[src/rtl/core/assert_macros.svh]
// Assertion helpers shared by the RTL of the cluster table engine.
`ifndef ASSERT_MACROS_SVH
`define ASSERT_MACROS_SVH

// General property, checked on every rising edge outside reset.
`define CFT_ASSERT(lbl, clk, rstn, prop, msg) \
	lbl: assert property (@(posedge clk) disable iff (!rstn) prop) \
		else $error(msg);

// Condition that must never be seen on a rising edge outside reset.
`define CFT_NEVER(lbl, clk, rstn, cond, msg) \
	lbl: assert property (@(posedge clk) disable iff (!rstn) !(cond)) \
		else $error(msg);

`endif

[src/rtl/core/cft_pkg.sv]
`default_nettype none

package cft_pkg;

	localparam int unsigned TABLE_ENTRIES_DEF = 4096;
	localparam int unsigned ENTRY_W = 16;
	// Widest first data sector: 16-bit reserved + 8x16 tables + 22-bit root size.
	localparam int unsigned FD_W = 25;
	localparam int unsigned BPS_W = 13;
	localparam int unsigned SPC_W = 8;
	localparam int unsigned CNT_OUT_W = 13;

	localparam logic [ENTRY_W-1:0] LINK_FREE = 16'h0000;
	localparam logic [ENTRY_W-1:0] LINK_EOC = 16'hFFFF;
	localparam logic [ENTRY_W-1:0] LINK_END_MIN = 16'hFFF8;
	localparam logic [ENTRY_W-1:0] ALLOC_CAP = 16'hFFF0;
	localparam logic [ENTRY_W-1:0] FIRST_CLUSTER = 16'd2;
	// Root directory slots are 32 bytes each.
	localparam int unsigned ROOT_SLOT_SHIFT = 5;

	typedef enum logic [1:0] {
		CMD_FOLLOW = 2'd0,
		CMD_ALLOC = 2'd1,
		CMD_FREE = 2'd2,
		CMD_LOAD = 2'd3
	} cmd_t;

	typedef enum logic [1:0] {
		ST_OK = 2'd0,
		ST_FULL = 2'd1,
		ST_RANGE = 2'd2,
		ST_LONG = 2'd3
	} status_t;

	typedef enum logic [7:0] {
		CFG_BPS = 8'd0,
		CFG_SPC = 8'd1,
		CFG_RSV = 8'd2,
		CFG_COPIES = 8'd3,
		CFG_SPT = 8'd4,
		CFG_ROOT = 8'd5
	} cfg_idx_t;

	typedef enum logic [1:0] {
		G_IDLE,
		G_DIV,
		G_SUM
	} geom_state_t;

	typedef enum logic [2:0] {
		S_IDLE,
		S_FOL_RD,
		S_FOL_DATA,
		S_ALLOC,
		S_FREE_CHK,
		S_FREE_RD,
		S_OFFSET,
		S_DONE
	} seq_state_t;

	typedef struct packed {
		logic [BPS_W-1:0] bps;
		logic [SPC_W-1:0] spc;
		logic [FD_W-1:0] first_data;
	} geom_t;

	typedef struct packed {
		status_t status;
		logic [ENTRY_W-1:0] cluster_out;
		logic chain_end;
		logic [31:0] byte_offset;
		logic [CNT_OUT_W-1:0] freed_count;
	} result_t;

endpackage

`default_nettype wire

[src/rtl/core/cft_geom.sv]
`default_nettype none

module cft_geom
	import cft_pkg::*;
(
	input wire logic clk,
	input wire logic arst_n,
	input wire logic cfg_valid,
	input wire logic [7:0] cfg_index,
	input wire logic [15:0] cfg_data,
	output logic busy,
	output geom_t geom
);

	localparam int unsigned DIV_W = 22;
	localparam int unsigned DCNT_W = $clog2(DIV_W + 1);

	logic [BPS_W-1:0] bps_q;
	logic [SPC_W-1:0] spc_q;
	logic [15:0] rsv_q;
	logic [7:0] copies_q;
	logic [15:0] spt_q;
	logic [15:0] root_q;

	geom_state_t gst_q, gst_d;
	logic pend_q;
	logic start;
	logic [DIV_W-1:0] quo_q;
	logic [BPS_W-1:0] rem_q;
	logic [DCNT_W-1:0] dcnt_q;
	logic [23:0] prod_q;
	logic [FD_W-1:0] fd_q;

	logic [DIV_W-1:0] num;
	logic [BPS_W:0] trial;
	logic take;

	always_ff @(posedge clk or negedge arst_n) begin
		if (!arst_n) begin
			bps_q <= 13'd512;
			spc_q <= 8'd4;
			rsv_q <= 16'd1;
			copies_q <= 8'd2;
			spt_q <= 16'd16;
			root_q <= 16'd512;
		end else if (cfg_valid) begin
			unique case (cfg_idx_t'(cfg_index))
				CFG_BPS: bps_q <= cfg_data[BPS_W-1:0];
				CFG_SPC: spc_q <= cfg_data[SPC_W-1:0];
				CFG_RSV: rsv_q <= cfg_data;
				CFG_COPIES: copies_q <= cfg_data[7:0];
				CFG_SPT: spt_q <= cfg_data;
				CFG_ROOT: root_q <= cfg_data;
				default: ;
			endcase
		end
	end

	// Root sectors are ceil(root_q * 32 / bps_q), one quotient bit per cycle.
	assign num = DIV_W'({root_q, {ROOT_SLOT_SHIFT{1'b0}}}) + DIV_W'(bps_q) - DIV_W'(1);
	assign trial = {rem_q, quo_q[DIV_W-1]};
	assign take = trial >= {1'b0, bps_q};
	assign start = (gst_q == G_IDLE) && pend_q;

	always_ff @(posedge clk or negedge arst_n) begin
		if (!arst_n) begin
			gst_q <= G_IDLE;
			pend_q <= 1'b1;
		end else begin
			gst_q <= gst_d;
			if (cfg_valid) begin
				pend_q <= 1'b1;
			end else if (start) begin
				pend_q <= 1'b0;
			end
		end
	end

	always_comb begin
		gst_d = gst_q;
		unique case (gst_q)
			G_IDLE: if (pend_q) begin
				gst_d = G_DIV;
			end
			G_DIV: if (dcnt_q == DCNT_W'(1)) begin
				gst_d = G_SUM;
			end
			G_SUM: gst_d = G_IDLE;
			default: gst_d = G_IDLE;
		endcase
	end

	always_ff @(posedge clk) begin
		if (start) begin
			quo_q <= num;
			rem_q <= '0;
			dcnt_q <= DCNT_W'(DIV_W);
			prod_q <= 24'(copies_q * spt_q);
		end else if (gst_q == G_DIV) begin
			rem_q <= take ? BPS_W'(trial - {1'b0, bps_q}) : trial[BPS_W-1:0];
			quo_q <= {quo_q[DIV_W-2:0], take};
			dcnt_q <= dcnt_q - DCNT_W'(1);
		end
		if (gst_q == G_SUM) begin
			// A zero sector size counts as no root directory sectors.
			fd_q <= FD_W'(rsv_q) + FD_W'(prod_q)
				+ ((bps_q == '0) ? '0 : FD_W'(quo_q));
		end
	end

	assign busy = pend_q || (gst_q != G_IDLE);
	assign geom.bps = bps_q;
	assign geom.spc = spc_q;
	assign geom.first_data = fd_q;

endmodule

`default_nettype wire

[config.mk]
export PLATFORM = sky130hd
export DESIGN_NAME = cft_geom
export DESIGN_NICKNAME = d
export VERILOG_FILES = /design/src/rtl/core/assert_macros.svh /design/src/rtl/core/cft_pkg.sv /design/src/rtl/core/cft_geom.sv
export SDC_FILE = /design/constraint.sdc
export NUM_CORES = 1
export LEC_CHECK = 0
export ABC_AREA = 1
export BUFFER_PORTS_ARGS = -buffer_cell sky130_fd_sc_hd__buf_2
export CAP_MARGIN = 20
export CORE_MARGIN = 2
export CORE_UTILIZATION = 50
export CTS_CLUSTER_DIAMETER = 50
export DETAILED_ROUTE_END_ITERATION = 7
export GPL_TIMING_DRIVEN = 0
export PLACE_DENSITY = 0.73
export SLEW_MARGIN = 20
export SYNTH_ARGS = -nofsm -noshare
export SYNTH_HDL_FRONTEND = slang
export SYNTH_SLANG_ARGS = --single-unit
[constraint.sdc]
create_clock -name clk -period 6.5 [get_ports clk]
set_input_delay 0 -clock clk [delete_from_list [all_inputs] [get_ports clk]]
set_output_delay 0 -clock clk [all_outputs]
set_load 0.01 [all_outputs]
==> summary.md <==
Yosys
- net count after synthesis: 2198
- Synth Area per Inst: 7.58 um2
- Yosys warning total: 0
- number of distinct standard cells referenced by the synthesized netlist: 48
- flops & latches, synth: 169
- Mapped Area: 14800 um2
- number of standard cells after synthesis: 1951
- portion of the post-synthesis area used by sequential elements: 30.5%

Floorplanning
- Cell Rows: 62
- floorplan core area: 28900 um2
- area of the die: 31000 um2
- number of I/O pins: 74
- Initial Util: 51.1%
- y dimension of the die: 176 um
- DIE WIDTH: 176 um

GRT
- total congestion overflow: 0
- total global routing track utilization: 25.4%
- global-route wire length before repair: 61400 um
- number of global-route vias before repair: 12000
- maximum number of pins on one net before global-route repair: 59
- initial antenna violation count: 0

Setup path
- Register-to-Register Path Depth: 18
- critical path required time: 6680 ps
- end of the critical path: prod_q[19]
- nature of the critical path endpoint: flop
- Max FO, Critical Path: 10
- register-to-register setup slack: 1160 ps
- R2R Path Start: copies_q[5]
- endpoint of the most critical register-to-register path: prod_q[19]
- startpoint of the worst setup timing path: copies_q[5]
- Worst EP arrival: 5530 ps
- startpoint-to-endpoint class of the critical path: flop to flop
- Critical Path Start Type: flop

Finish
- Util after Layout: 56.5%
- count of fill cells added during filler insertion: 2703
- sequential standard cell area: 4500 um2
- Net count, final: 2301
- area occupied by multi-input gates: 8500 um2
- post-synthesis to final-layout area growth: 10.5%
- non-filler instance count after layout: 2451
- share of final-layout standard cells stronger than drive strength 1: 6.68%
- most frequent standard cell in the layout excluding fill and tap cells: sky130_fd_sc_hd__nand2_1
- commonest cells after routing, fill and taps aside: sky130_fd_sc_hd__nand2_1 (537), sky130_fd_sc_hd__inv_1 (412), sky130_fd_sc_hd__nor2_1 (134), sky130_fd_sc_hd__o21ai_0 (121), sky130_fd_sc_hd__ha_1 (117)
- Antenna Cells: 0

Place
- Buffers on Ports: 73
- Cell Count Post-Placement: 2410
- half-perimeter wire length of the detailed placement result: 30100 um
- RePlAce Congestion: 0.953

Worst hold path
- worst hold path type: input port to asynchronous set/reset pin

CTS
- clock edge transition at the registers on the reported setup and hold paths: 70 ps
- htree depth: 4
- largest buffer count on any clock path: 2
- CTS sink cnt: 169
- number of buffers created by CTS: 17
- cell at the root of the clock tree: sky130_fd_sc_hd__clkbuf_16
- clock latency on the worst-skew pair: 440 ps
- Post-CTS Setup Repair Bufs: 0
- TritonCTS clock tree: done

Timing
- total negative slack for setup checks: 0 ps
- highest clock frequency the design can meet: 0.187 GHz
- Period Utilization, post-route: 82.2%
- shortest period the worst path allows: 5340 ps
- count of final hold-check violations: 1
- worst hold margin: -1.48 ps
- final-report max-slew violation count: 0
- normalized max-slew margin: 40.2%
- Worst Clk Skew: 16.6 ps
- setup repair after global routing missed its margin: no
- transition time at the pin with the least slew margin: 896 ps
- final setup fails: 0

Detailed routing
- violation count after the first detailed-route iteration: 1140
- drc violations: 0
- number of iterations in the first detailed-routing pass: 7
- via/cell ratio: 5.15
- total via count after detailed routing: 12600
- Detail Route Antenna Nets: 0
- drt wl/cell: 15.5 um
- wire length reported by the detailed router: 38000 um

Pwr
- worst IR drop on VDD: 324 uV
- total design power: 4.87 mW
- cell area power density: 298 nW/um2
- leakage power figure: 9.41 nW

Job
- count of max-cap constraint violations: 0

Run status
- run status: finished, violations left
- failing checks: negative hold slack

power by group:
group | switching (mW) | internal, mW | total, mW
clock network | 0.454 | 0.571 | 1.03
registers | 0.0957 | 1.35 | 1.45
logic | 1.54 | 0.850 | 2.39
total | 2.09 | 2.78 | 4.87
Yosys cell counts (all sizes together):
cell      n  area, um2
nor2    143        557
nand3    82        428
nand2   541       2040
buf       6       45.0
and2      2       12.5
o22ai     3       18.8
clkinv    2       7.51
fa      103       2060
dfrtp    73       1830
o21ai   127        643
a211oi    1       7.51
o31ai     1       7.51
o21bai    9       67.6
dfxtp    18        360
ha      117       1460
and3      2       12.5
nor4      4       31.3
a21boi    1       7.51
xnor2    12        105
xor2     30        263
nand2b    1       6.26
nand3b    7       52.6
or2       1       6.26
a22oi     1       7.51
a21o      5       37.5
a21oi    72        364
inv     412       1550
a31oi     1       6.26
dfstp     7        184
o21a      2       15.0
clkbuf   49        184
nor3     18       95.1
o211ai    1       7.51
nand4    26        169
edfxtp   71       2130
stage by stage:
stage	cell area, um2	worst slack, ps
global route	16300	865
global placement	15600	1240
finish	16300	1160
CTS	16300	1190
floorplan	14800	1950
detailed placement	15700	1190
layer usage:
layer / wire length (um) / vias to the layer above / GRT usage (%) / part of all wire [%]
met2: 16700 / 447 / 39.7 / 44
li1: - / 6244 / - / -
met3: 2830 / 45 / 3.55 / 7.4
met1: 17700 / 5889 / 37.0 / 47
met4: 762 / 0 / 7.02 / 2.0
met5: 0 / - / 0 / 0
cell families after synthesis:
family	synth area share, %
adders and majority gates	23.9
DFF	30.5
buffers and inverters	12.1
AOI/OAI and AO/OA	8.05
xor gates and xnor gates	2.49
and+or+nand+nor	23.1
worst max-delay path, cell delays in order, from the launching register on:
cell                       delay, ps
sky130_fd_sc_hd__dfrtp_1         320
sky130_fd_sc_hd__clkbuf_1        470
sky130_fd_sc_hd__clkbuf_1        510
sky130_fd_sc_hd__nand2_1         150
sky130_fd_sc_hd__fa_1            490
sky130_fd_sc_hd__fa_1            550
sky130_fd_sc_hd__inv_1            60
sky130_fd_sc_hd__fa_1            530
sky130_fd_sc_hd__inv_1            50
sky130_fd_sc_hd__fa_1            520
sky130_fd_sc_hd__inv_1            40
sky130_fd_sc_hd__ha_1            350
sky130_fd_sc_hd__nand2_1         120
sky130_fd_sc_hd__o21ai_0         250
sky130_fd_sc_hd__nor2_1          100
sky130_fd_sc_hd__o21ai_0         300
sky130_fd_sc_hd__nand2_1         120
sky130_fd_sc_hd__nand3_1          90
sky130_fd_sc_hd__nand2_1          80
worst min path at each step:
stage	startpoint	end	slack [ps]	depth (start not counted)
floorplan	arst_n	bps_q[0]	-300	0
global placement	cfg_data[15]	spt_q[15]	370	3
detailed placement	arst_n	spc_q[1]	-70	1
CTS	cfg_data[9]	root_q[9]	1	3
global route	cfg_data[8]	root_q[8]	30	3
finish	arst_n	spc_q[1]	-1	2
state kept, by name (all words and copies together) (netlist names):
signal    flops
fd_q         25
spc_q         8
gst_q         2
pend_q        1
rem_q        13
rsv_q        16
quo_q        22
spt_q        16
bps_q        13
copies_q      8
root_q       16
dcnt_q        5
prod_q       24
layout make-up:
cell class	count	share of cell area [%]
Buffer	55	1.41
Clock buffer	20	2.67
Clock inverter	12	0.850
Inverter	414	9.51
Multi-Input combinational cell	1313	52.0
Sequential cell	169	27.6
Tap cell	384	2.94
Timing Repair Buffer	84	3.04
what timing repair did:
| action | CTS | global route |
|---|---|---|
| hold buffers | 9 | 0 |
| gates resized for setup | 0 | 0 |
| hold endpoints to repair | 94 | 0 |
Note: power is estimated with default switching activity, not from simulation.
