**config.mk**
```make
export PLATFORM = sky130hd
export DESIGN_NAME = cft_offs
export DESIGN_NICKNAME = d
export VERILOG_FILES = /design/src/rtl/core/assert_macros.svh /design/src/rtl/core/cft_pkg.sv /design/src/rtl/core/cft_offs.sv
export SDC_FILE = /design/constraint.sdc
export NUM_CORES = 1
export LEC_CHECK = 0
export ABC_AREA = 1
export BUFFER_PORTS_ARGS = -buffer_cell sky130_fd_sc_hd__buf_2
export CELL_PAD_IN_SITES_DETAIL_PLACEMENT = 0
export CELL_PAD_IN_SITES_GLOBAL_PLACEMENT = 1
export CORE_UTILIZATION = 48
export CTS_CLUSTER_DIAMETER = 80
export DETAILED_ROUTE_END_ITERATION = 16
export PLACE_DENSITY_LB_ADDON = 0.3
export SLEW_MARGIN = 30
export SYNTH_ARGS = -nofsm -noshare
export SYNTH_HDL_FRONTEND = slang
export SYNTH_SLANG_ARGS = --single-unit
```
**constraint.sdc**
```tcl
create_clock -name clk -period 5.4 [get_ports clk]
set_input_delay 0.81 -clock clk [delete_from_list [all_inputs] [get_ports clk]]
set_output_delay 0.81 -clock clk [all_outputs]
set_load 0.1 [all_outputs]
```
**src/rtl/core/assert_macros.svh**
```systemverilog
// Assertion helpers shared by the RTL of the cluster table engine.
`ifndef ASSERT_MACROS_SVH
`define ASSERT_MACROS_SVH

// General property, checked on every rising edge outside reset.
`define CFT_ASSERT(lbl, clk, rstn, prop, msg) \
	lbl: assert property (@(posedge clk) disable iff (!rstn) prop) \
		else $error(msg);

// Condition that must never be seen on a rising edge outside reset.
`define CFT_NEVER(lbl, clk, rstn, cond, msg) \
	lbl: assert property (@(posedge clk) disable iff (!rstn) !(cond)) \
		else $error(msg);

`endif

```
**src/rtl/core/cft_pkg.sv**
```systemverilog
`default_nettype none

package cft_pkg;

	localparam int unsigned TABLE_ENTRIES_DEF = 4096;
	localparam int unsigned ENTRY_W = 16;
	// Widest first data sector: 16-bit reserved + 8x16 tables + 22-bit root size.
	localparam int unsigned FD_W = 25;
	localparam int unsigned BPS_W = 13;
	localparam int unsigned SPC_W = 8;
	localparam int unsigned CNT_OUT_W = 13;

	localparam logic [ENTRY_W-1:0] LINK_FREE = 16'h0000;
	localparam logic [ENTRY_W-1:0] LINK_EOC = 16'hFFFF;
	localparam logic [ENTRY_W-1:0] LINK_END_MIN = 16'hFFF8;
	localparam logic [ENTRY_W-1:0] ALLOC_CAP = 16'hFFF0;
	localparam logic [ENTRY_W-1:0] FIRST_CLUSTER = 16'd2;
	// Root directory slots are 32 bytes each.
	localparam int unsigned ROOT_SLOT_SHIFT = 5;

	typedef enum logic [1:0] {
		CMD_FOLLOW = 2'd0,
		CMD_ALLOC = 2'd1,
		CMD_FREE = 2'd2,
		CMD_LOAD = 2'd3
	} cmd_t;

	typedef enum logic [1:0] {
		ST_OK = 2'd0,
		ST_FULL = 2'd1,
		ST_RANGE = 2'd2,
		ST_LONG = 2'd3
	} status_t;

	typedef enum logic [7:0] {
		CFG_BPS = 8'd0,
		CFG_SPC = 8'd1,
		CFG_RSV = 8'd2,
		CFG_COPIES = 8'd3,
		CFG_SPT = 8'd4,
		CFG_ROOT = 8'd5
	} cfg_idx_t;

	typedef enum logic [1:0] {
		G_IDLE,
		G_DIV,
		G_SUM
	} geom_state_t;

	typedef enum logic [2:0] {
		S_IDLE,
		S_FOL_RD,
		S_FOL_DATA,
		S_ALLOC,
		S_FREE_CHK,
		S_FREE_RD,
		S_OFFSET,
		S_DONE
	} seq_state_t;

	typedef struct packed {
		logic [BPS_W-1:0] bps;
		logic [SPC_W-1:0] spc;
		logic [FD_W-1:0] first_data;
	} geom_t;

	typedef struct packed {
		status_t status;
		logic [ENTRY_W-1:0] cluster_out;
		logic chain_end;
		logic [31:0] byte_offset;
		logic [CNT_OUT_W-1:0] freed_count;
	} result_t;

endpackage

`default_nettype wire

```
**src/rtl/core/cft_offs.sv**
```systemverilog
`default_nettype none

module cft_offs
	import cft_pkg::*;
(
	input wire logic clk,
	input wire logic arst_n,
	input wire logic start,
	input wire logic [ENTRY_W-1:0] clus,
	input wire geom_t geom,
	output logic done,
	output logic [31:0] offset
);

	logic v_s1, v_s2, v_s3;
	logic [31:0] rel_s1;
	logic [31:0] sec_s2;
	logic [31:0] off_s3;

	always_ff @(posedge clk or negedge arst_n) begin
		if (!arst_n) begin
			v_s1 <= 1'b0;
			v_s2 <= 1'b0;
			v_s3 <= 1'b0;
		end else begin
			v_s1 <= start;
			v_s2 <= v_s1;
			v_s3 <= v_s2;
		end
	end

	// Clusters 0 and 1 wrap below zero; everything is taken modulo 2^32.
	always_ff @(posedge clk) begin
		rel_s1 <= 32'((32'(clus) - 32'(FIRST_CLUSTER)) * 32'(geom.spc));
		sec_s2 <= 32'(geom.first_data) + rel_s1;
		off_s3 <= 32'(sec_s2 * 32'(geom.bps));
	end

	assign done = v_s3;
	assign offset = off_s3;

endmodule

`default_nettype wire

```
==> summary.md, run 1 <==
| Metric | Value |
|---|---|
| Status | finished clean |
| Crit path DAT | 5.47 ns |
| Fmax | 192 MHz |
| Post-synthesis cell type count | 38 |
| Largest cells by area after synthesis | fa_1 (38%), inv_1 (14%), nand2_1 (13%) |
| Core area | 38900 um2 |
| Post-synthesis register bit count | 93 |
| Synth Cell Area | 19100 um2 |
| Max Cap Viol | 0 |
| Max clock buf depth | 2 |
| Starting density of the core | 49.0% |
| Vias per cell | 4.90 |
| Synth top cells by count | inv_1 (714), nand2_1 (641), fa_1 (366), nor2_1 (138), ha_1 (131) |
| Gpl congestion | 0.950 |
| Pin count of the biggest net entering global routing | 28 |
| Area share of the largest cell type after synthesis | 38.4% |
| Slew HR | 58.4% |
| Final Core Density | 59.0% |
| Seq/Total Area, Yosys | 9.84% |
| CTS sink count | 93 |
| Die X | 201 um |
| Fin. Hold Viols | 0 |
| First-pass GRT wire length | 86800 um |
| Clock skew | 0.0162 ns |
| DRC viols | 0 |
| CP Capture Type | register |
| Synth Warn # | 0 |
| Vias in the first global route | 17400 |
| # port buffers | 97 |
| Cts bufs inserted | 9 |
| Post-synth net total | 3104 |
| Fin cells | 3370 |
| RSZ-0062 raised after global routing | yes |
| Placed insts | 3342 |
| Share of cells above drive strength 1 | 17.6% |
| Core Rows | 72 |
| Final Setup Violations | 0 |
| Cells after synthesis | 2542 |
| Global route total overflow | 0 |
| Iter 0 DRT Violations | 858 |
| Htree depth | 3 |
| Fin nets | 3409 |
| Period minus WS final | 5.21 ns |
| CTS tree | done |
| Hold buffer count at cts | 0 |
| Post-detail-place hpwl | 44700 um |
| Worst slew pin tran | 0.623 ns |
| Ys flop type | dfxtp_1 |
| Antenna viol nets, final | 0 |
| CP max FO | 4 |
| Setup CP Type | in2reg |
| Most frequent cell after synthesis | inv_1 |
| Setup crit start kind | input pin |
| # diodes | 0 |
| Die H | 201 um |
| First-pass DRT Iterations | 5 |
| Leading area contributor after synthesis | fa_1 |
| Wire length per cell after detailed routing | 15.6 um |
| DR vias | 16500 |
| Final Cycle Share | 96.6% |
| Tot GR Track Use | 27.2% |
| Final Max Slew Viols | 0 |
| EDFF count, synth | 0 |
| Ys async rst share | 3.23% |
| Initial antenna violation count | 0 |
| Clock Latency Late Sink | 0.39 ns |
| Worst hold path type | in2async |
| Ports | 98 |
| Wirelength, routed | 52500 um |
| Mean post-synth cell area | 7.50 um2 |
| Clk slew on worst S/H paths | 0.07 ns |
| Critical Path RT | 5.66 ns |
| CTS root buf | clkbuf_16 |
| Area added between synthesis and finish | 20.5% |
| Die area | 40500 um2 |
-- layout by cell type, fill, tap and decap left out, types with 5 or more instances in the layout --
cell type / netlist / routed
buf_2: 4 / 96
a21oi_1: 92 / 77
xor2_1: 52 / 52
xnor2_1: 22 / 22
clkbuf_16: 0 / 9
nand2_1: 641 / 620
o21ai_2: 1 / 7
nand2_2: 5 / 23
o21ai_1: 2 / 9
nor3_1: 13 / 11
nor2_4: 1 / 5
or2_2: 8 / 8
o21ai_0: 59 / 46
ha_4: 0 / 16
fa_1: 366 / 363
nand4_1: 14 / 14
buf_6: 0 / 5
a21oi_2: 0 / 13
buf_4: 0 / 253
dfxtp_1: 90 / 88
ha_1: 131 / 115
a21o_1: 9 / 9
nor2_2: 1 / 5
buf_12: 0 / 13
inv_2: 6 / 16
inv_1: 714 / 703
nand3_1: 68 / 65
nor2_1: 138 / 130
-- metrics by stage --
step	setup TNS (ns)	instance area, um2	hold WS, ns	worst slack (ns)
6_report	0	23000	0.204	0.186
5_1_grt	-0.194	23000	0.191	-0.0649
4_1_cts	-0.00489	22400	0.183	-0.00488
3_5_place_dp	-11.51	22000	0.336	-0.635
3_3_place_gp	-9.61	22000	0.340	-0.606
2_1_floorplan	0	19100	0.331	0.00280
-- critical path: stages --
cell	delay [ns]
buf_2	0.10
inv_1	0.05
ha_1	0.21
nand2_1	0.11
buf_4	0.13
nor2_4	0.04
or2_2	0.27
nand2_1	0.09
buf_4	0.14
nor2_1	0.06
fa_1	0.52
fa_1	0.50
fa_1	0.49
inv_1	0.05
fa_1	0.54
inv_1	0.06
ha_1	0.34
nand2_1	0.09
nand2_1	0.09
buf_4	0.15
nor2_1	0.09
nand2_1	0.09
a21oi_2	0.16
o21ai_1	0.10
xor2_1	0.18
-- registers in the layout, indices dropped and copies added, names as in the netlist --
| name | flops |
|---|---|
| done | 1 |
| v_s1 | 1 |
| sec_s2 | 32 |
| offset | 32 |
| rel_s1 | 26 |
| v_s2 | 1 |
-- cell type report --
cell class	count	area, um2
well taps	518	648
repair buffers	367	2700
clock buffers	9	225
clock inverters	7	80.1
flip-flops and latches	93	1880
inverters	722	2710
fillers	3698	15900
multi-input cells	1654	14700
-- path summary, 6_finish.rpt --
kind / from / end / slack (ns) / depth (start not counted)
max: clus[1] / rel_s1[15] / 0.19 / 25
min: arst_n / v_s1 / 0.20 / 1
max reg2reg: sec_s2[11] / offset[28] / 0.24 / 17
min reg2reg: v_s1 / v_s2 / 0.35 / 0
max in group asynchronous: arst_n / done / 5.09 / 1
min in group clk: v_s1 / v_s2 / 0.35 / 0
-- per-layer routing --
layer | part of all wire (%) | wire length [um] | up-vias | track usage (%)
met2 | 48 | 25100 | 466 | 46.2
met1 | 45 | 23500 | 8045 | 36.4
li1 | - | - | 7934 | -
met4 | 2.4 | 1250 | 0 | 7.68
met3 | 5.1 | 2690 | 80 | 3.56
met5 | 0 | 0 | - | 0
-- repair_timing --
item	CTS	global route
setup endpoints to repair	8	32
hold endpoints to repair	0	0
gates cloned	0	0
pin swaps	3	36
gates resized for setup	18	119
setup buffers	1	11
-- logic make-up (layout without fill, tap and decap cells) --
family          Yosys count  count (layout)  share of synthesized area, %
xor+xnor                 74              74                          3.40
simple gates            902             902                          19.0
fa+ha+maj               497             497                          47.0
compound gates          181             181                          5.10
buf+inv                 795            1105                          15.7
flops                    93              93                          9.84
Power of run 1 is not shown: default switching activity piles up to over one toggle a cycle in this logic, so the estimate is an artifact.
==> run 2: changes to the inputs <==
--- a/config.mk
+++ b/config.mk
@@ -9,6 +9,7 @@
 export BUFFER_PORTS_ARGS = -buffer_cell sky130_fd_sc_hd__buf_2
 export CELL_PAD_IN_SITES_DETAIL_PLACEMENT = 0
 export CELL_PAD_IN_SITES_GLOBAL_PLACEMENT = 1
+export CORE_ASPECT_RATIO = 1.25
 export CORE_UTILIZATION = 48
 export CTS_CLUSTER_DIAMETER = 80
 export DETAILED_ROUTE_END_ITERATION = 16
==> run 2 against run 1 <==
Via count rose by 0.86%. Final area up 0.14%. Die area is essentially flat. Non-clock buffer count is 6 higher. Cell count fell by 0.42%. Utilization decreased by 0.22 points. Worst setup slack worse by 0.099 ns. Register-to-register slack hardly changed. Largest cell class unchanged. Highest routed layer is now met5.
==> summary.md, run 2 (synthesis results as in run 1) <==
| Metric | Value |
|---|---|
| Clock skew | 0.0177 ns (+0.00149 ns) |
| Most frequent cells in the layout | inv_1 (706), nand2_1 (626), fa_1 (361), buf_4 (257), nor2_1 (134) |
| Worst R2R Start | sec_s2[19] |
| Critical Path RT | 5.66 ns (about the same) |
| Die area | 40500 um2 (about the same) |
| Starting density of the core | 48.7% (-0.25 points) |
| Reg-to-reg slack, setup | 0.24 ns (about the same) |
| DRC viols | 0 (unchanged) |
| CP Capture Type | register |
| RSZ-0062 raised after global routing | yes |
| Area added between synthesis and finish | 20.7% |
| Period minus WS final | 5.31 ns (+0.0994 ns) |
| Iter 0 DRT Violations | 656 (-24%) |
| Core Rows | 81 (+13%) |
| Final Setup Violations | 0 (unchanged) |
| Fin nets | 3415 (+0.18%) |
| Most common cell after layout, fill and taps aside | inv_1 |
| First-pass GRT wire length | 89300 um (+2.9%) |
| Crit path buffers/inverters | 9 (+2) |
| Max Cap Viol | 0 (unchanged) |
| # port buffers | 97 (unchanged) |
| Htree depth | 3 (unchanged) |
| Setup crit start kind | input pin |
| Hold buffer count at cts | 0 (unchanged) |
| Status | finished clean |
| Crit-path max cell delay | 0.56 ns (+0.02 ns) |
| Share of cells above drive strength 1 | 17.1% (-0.46 points) |
| Vias in the first global route | 18100 (+4.1%) |
| Gpl congestion | 0.924 (-2.7%) |
| Wire length per cell after detailed routing | 16.3 um (+4.5%) |
| Setup CP Type | in2reg |
| Reg2reg end | offset[28] |
| CP max FO | 5 (+1) |
| Core area | 39100 um2 (+0.52%) |
| Final Max Slew Viols | 0 (unchanged) |
| Pin count of the biggest net entering global routing | 22 (-21%) |
| CTS tree | done |
| Fin. Hold Viols | 0 (unchanged) |
| Crit path DAT | 5.57 ns (+0.10 ns) |
| Vias per cell | 4.97 (+1.3%) |
| Global route total overflow | 0 (unchanged) |
| Design Area, Final | 23000 um2 (+0.14%) |
| Fmax | 188 MHz (-1.9%) |
| Top Family by Delay on Critical Path | adder cells |
| Final Cycle Share | 98.4% (+1.8 points) |
| Max clock buf depth | 2 (unchanged) |
| First-pass DRT Iterations | 5 (unchanged) |
| Worst hold path type | in2async |
| Wirelength, routed | 54700 um (+4.1%) |
| Placed instance area | 22100 um2 (+0.43%) |
| Clk slew on worst S/H paths | 0.07 ns (about the same) |
| DR vias | 16700 (+0.86%) |
| Initial antenna violation count | 2 (+2) |
| Antenna viol nets, final | 0 (unchanged) |
| Clock Latency Late Sink | 0.39 ns (about the same) |
| Slew HR | 53.5% (-4.9 points) |
| R2R depth | 15 (-2) |
| Ports | 98 (unchanged) |
| Die H | 225 um (+12%) |
| Cts bufs inserted | 9 (unchanged) |
| CTS sink count | 93 (unchanged) |
| Slowest cell on crit path | fa_2 |
| Setup TNS | 0 ns (unchanged) |
| Worst hold margin | 0.209 ns (+0.00453 ns) |
| # diodes | 0 (unchanged) |
| Die X | 180 um (-10%) |
| CTS root buf | clkbuf_16 |
| Worst slew pin tran | 0.696 ns (+0.0736 ns) |
| Tot GR Track Use | 28.5% (+1.3 points) |
| Post-detail-place hpwl | 46900 um (+4.8%) |
-- run 2: worst register-to-register path, stage by stage (launching register included) --
cell and delay [ns]:
dfxtp_1 0.77, nand2_1 0.23, fa_1 0.61, fa_1 0.46, fa_1 0.59, fa_1 0.46
fa_1 0.50, inv_1 0.04, ha_1 0.29, buf_4 0.13, nand2_1 0.11, nor4_1 0.32
buf_4 0.18, nand3_1 0.08, nand3_1 0.17, xor2_1 0.16
-- run 2: worst max path at each step --
stage | slack, ns | cells after the start | endpoint | from
6_report | 0.09 | 27 | rel_s1[22] | clus[5]
5_1_grt | -0.12 | 27 | rel_s1[22] | clus[5]
4_1_cts | 0.02 | 27 | rel_s1[24] | clus[4]
3_5_place_dp | -0.50 | 26 | rel_s1[23] | clus[4]
3_3_place_gp | -0.50 | 27 | rel_s1[23] | clus[3]
2_1_floorplan | 0.003 | 24 | rel_s1[23] | clus[1]
-- run 2: layout make-up --
type | count | area [um2]
clock buffer | 11 | 233
clock inverter | 5 | 108
fill | 3741 | 16100
inverter | 722 | 2710
multi-input combinational | 1654 | 14700
sequential | 93 | 1880
tap | 498 | 623
timing repair buffer | 373 | 2790
-- run 2: repair_timing --
action / 4_1_cts / 5_1_grt
endpoints found under the setup margin: 1 / 31
buffers inserted: 0 / 7
endpoints found under the hold margin: 0 / 0
gates resized for setup: 3 / 114
cloned: 0 / 0
pin swaps: 0 / 35
-- run 2: routing by layer --
metal  global-route usage, %  part of all wire (%)
met1                    30.4                    38
met2                    56.1                    55
met3                    2.56                   3.2
met4                    13.0                   4.2
met5                       0                 0.049
-- run 2: through the flow --
| step | std cells | util (%) | setup WS [ns] |
|---|---|---|---|
| after CTS | 3349 | 57.5 | 0.0201 |
| after global placement | 3333 | 56.5 | -0.501 |
| after floorplan | 2542 | - | 0.00280 |
| final | 3356 | 58.8 | 0.0864 |
| after global routing | 3356 | 58.8 | -0.125 |
| after detailed placement | 3333 | 56.5 | -0.500 |
Power of run 2 is left out for the same reason.
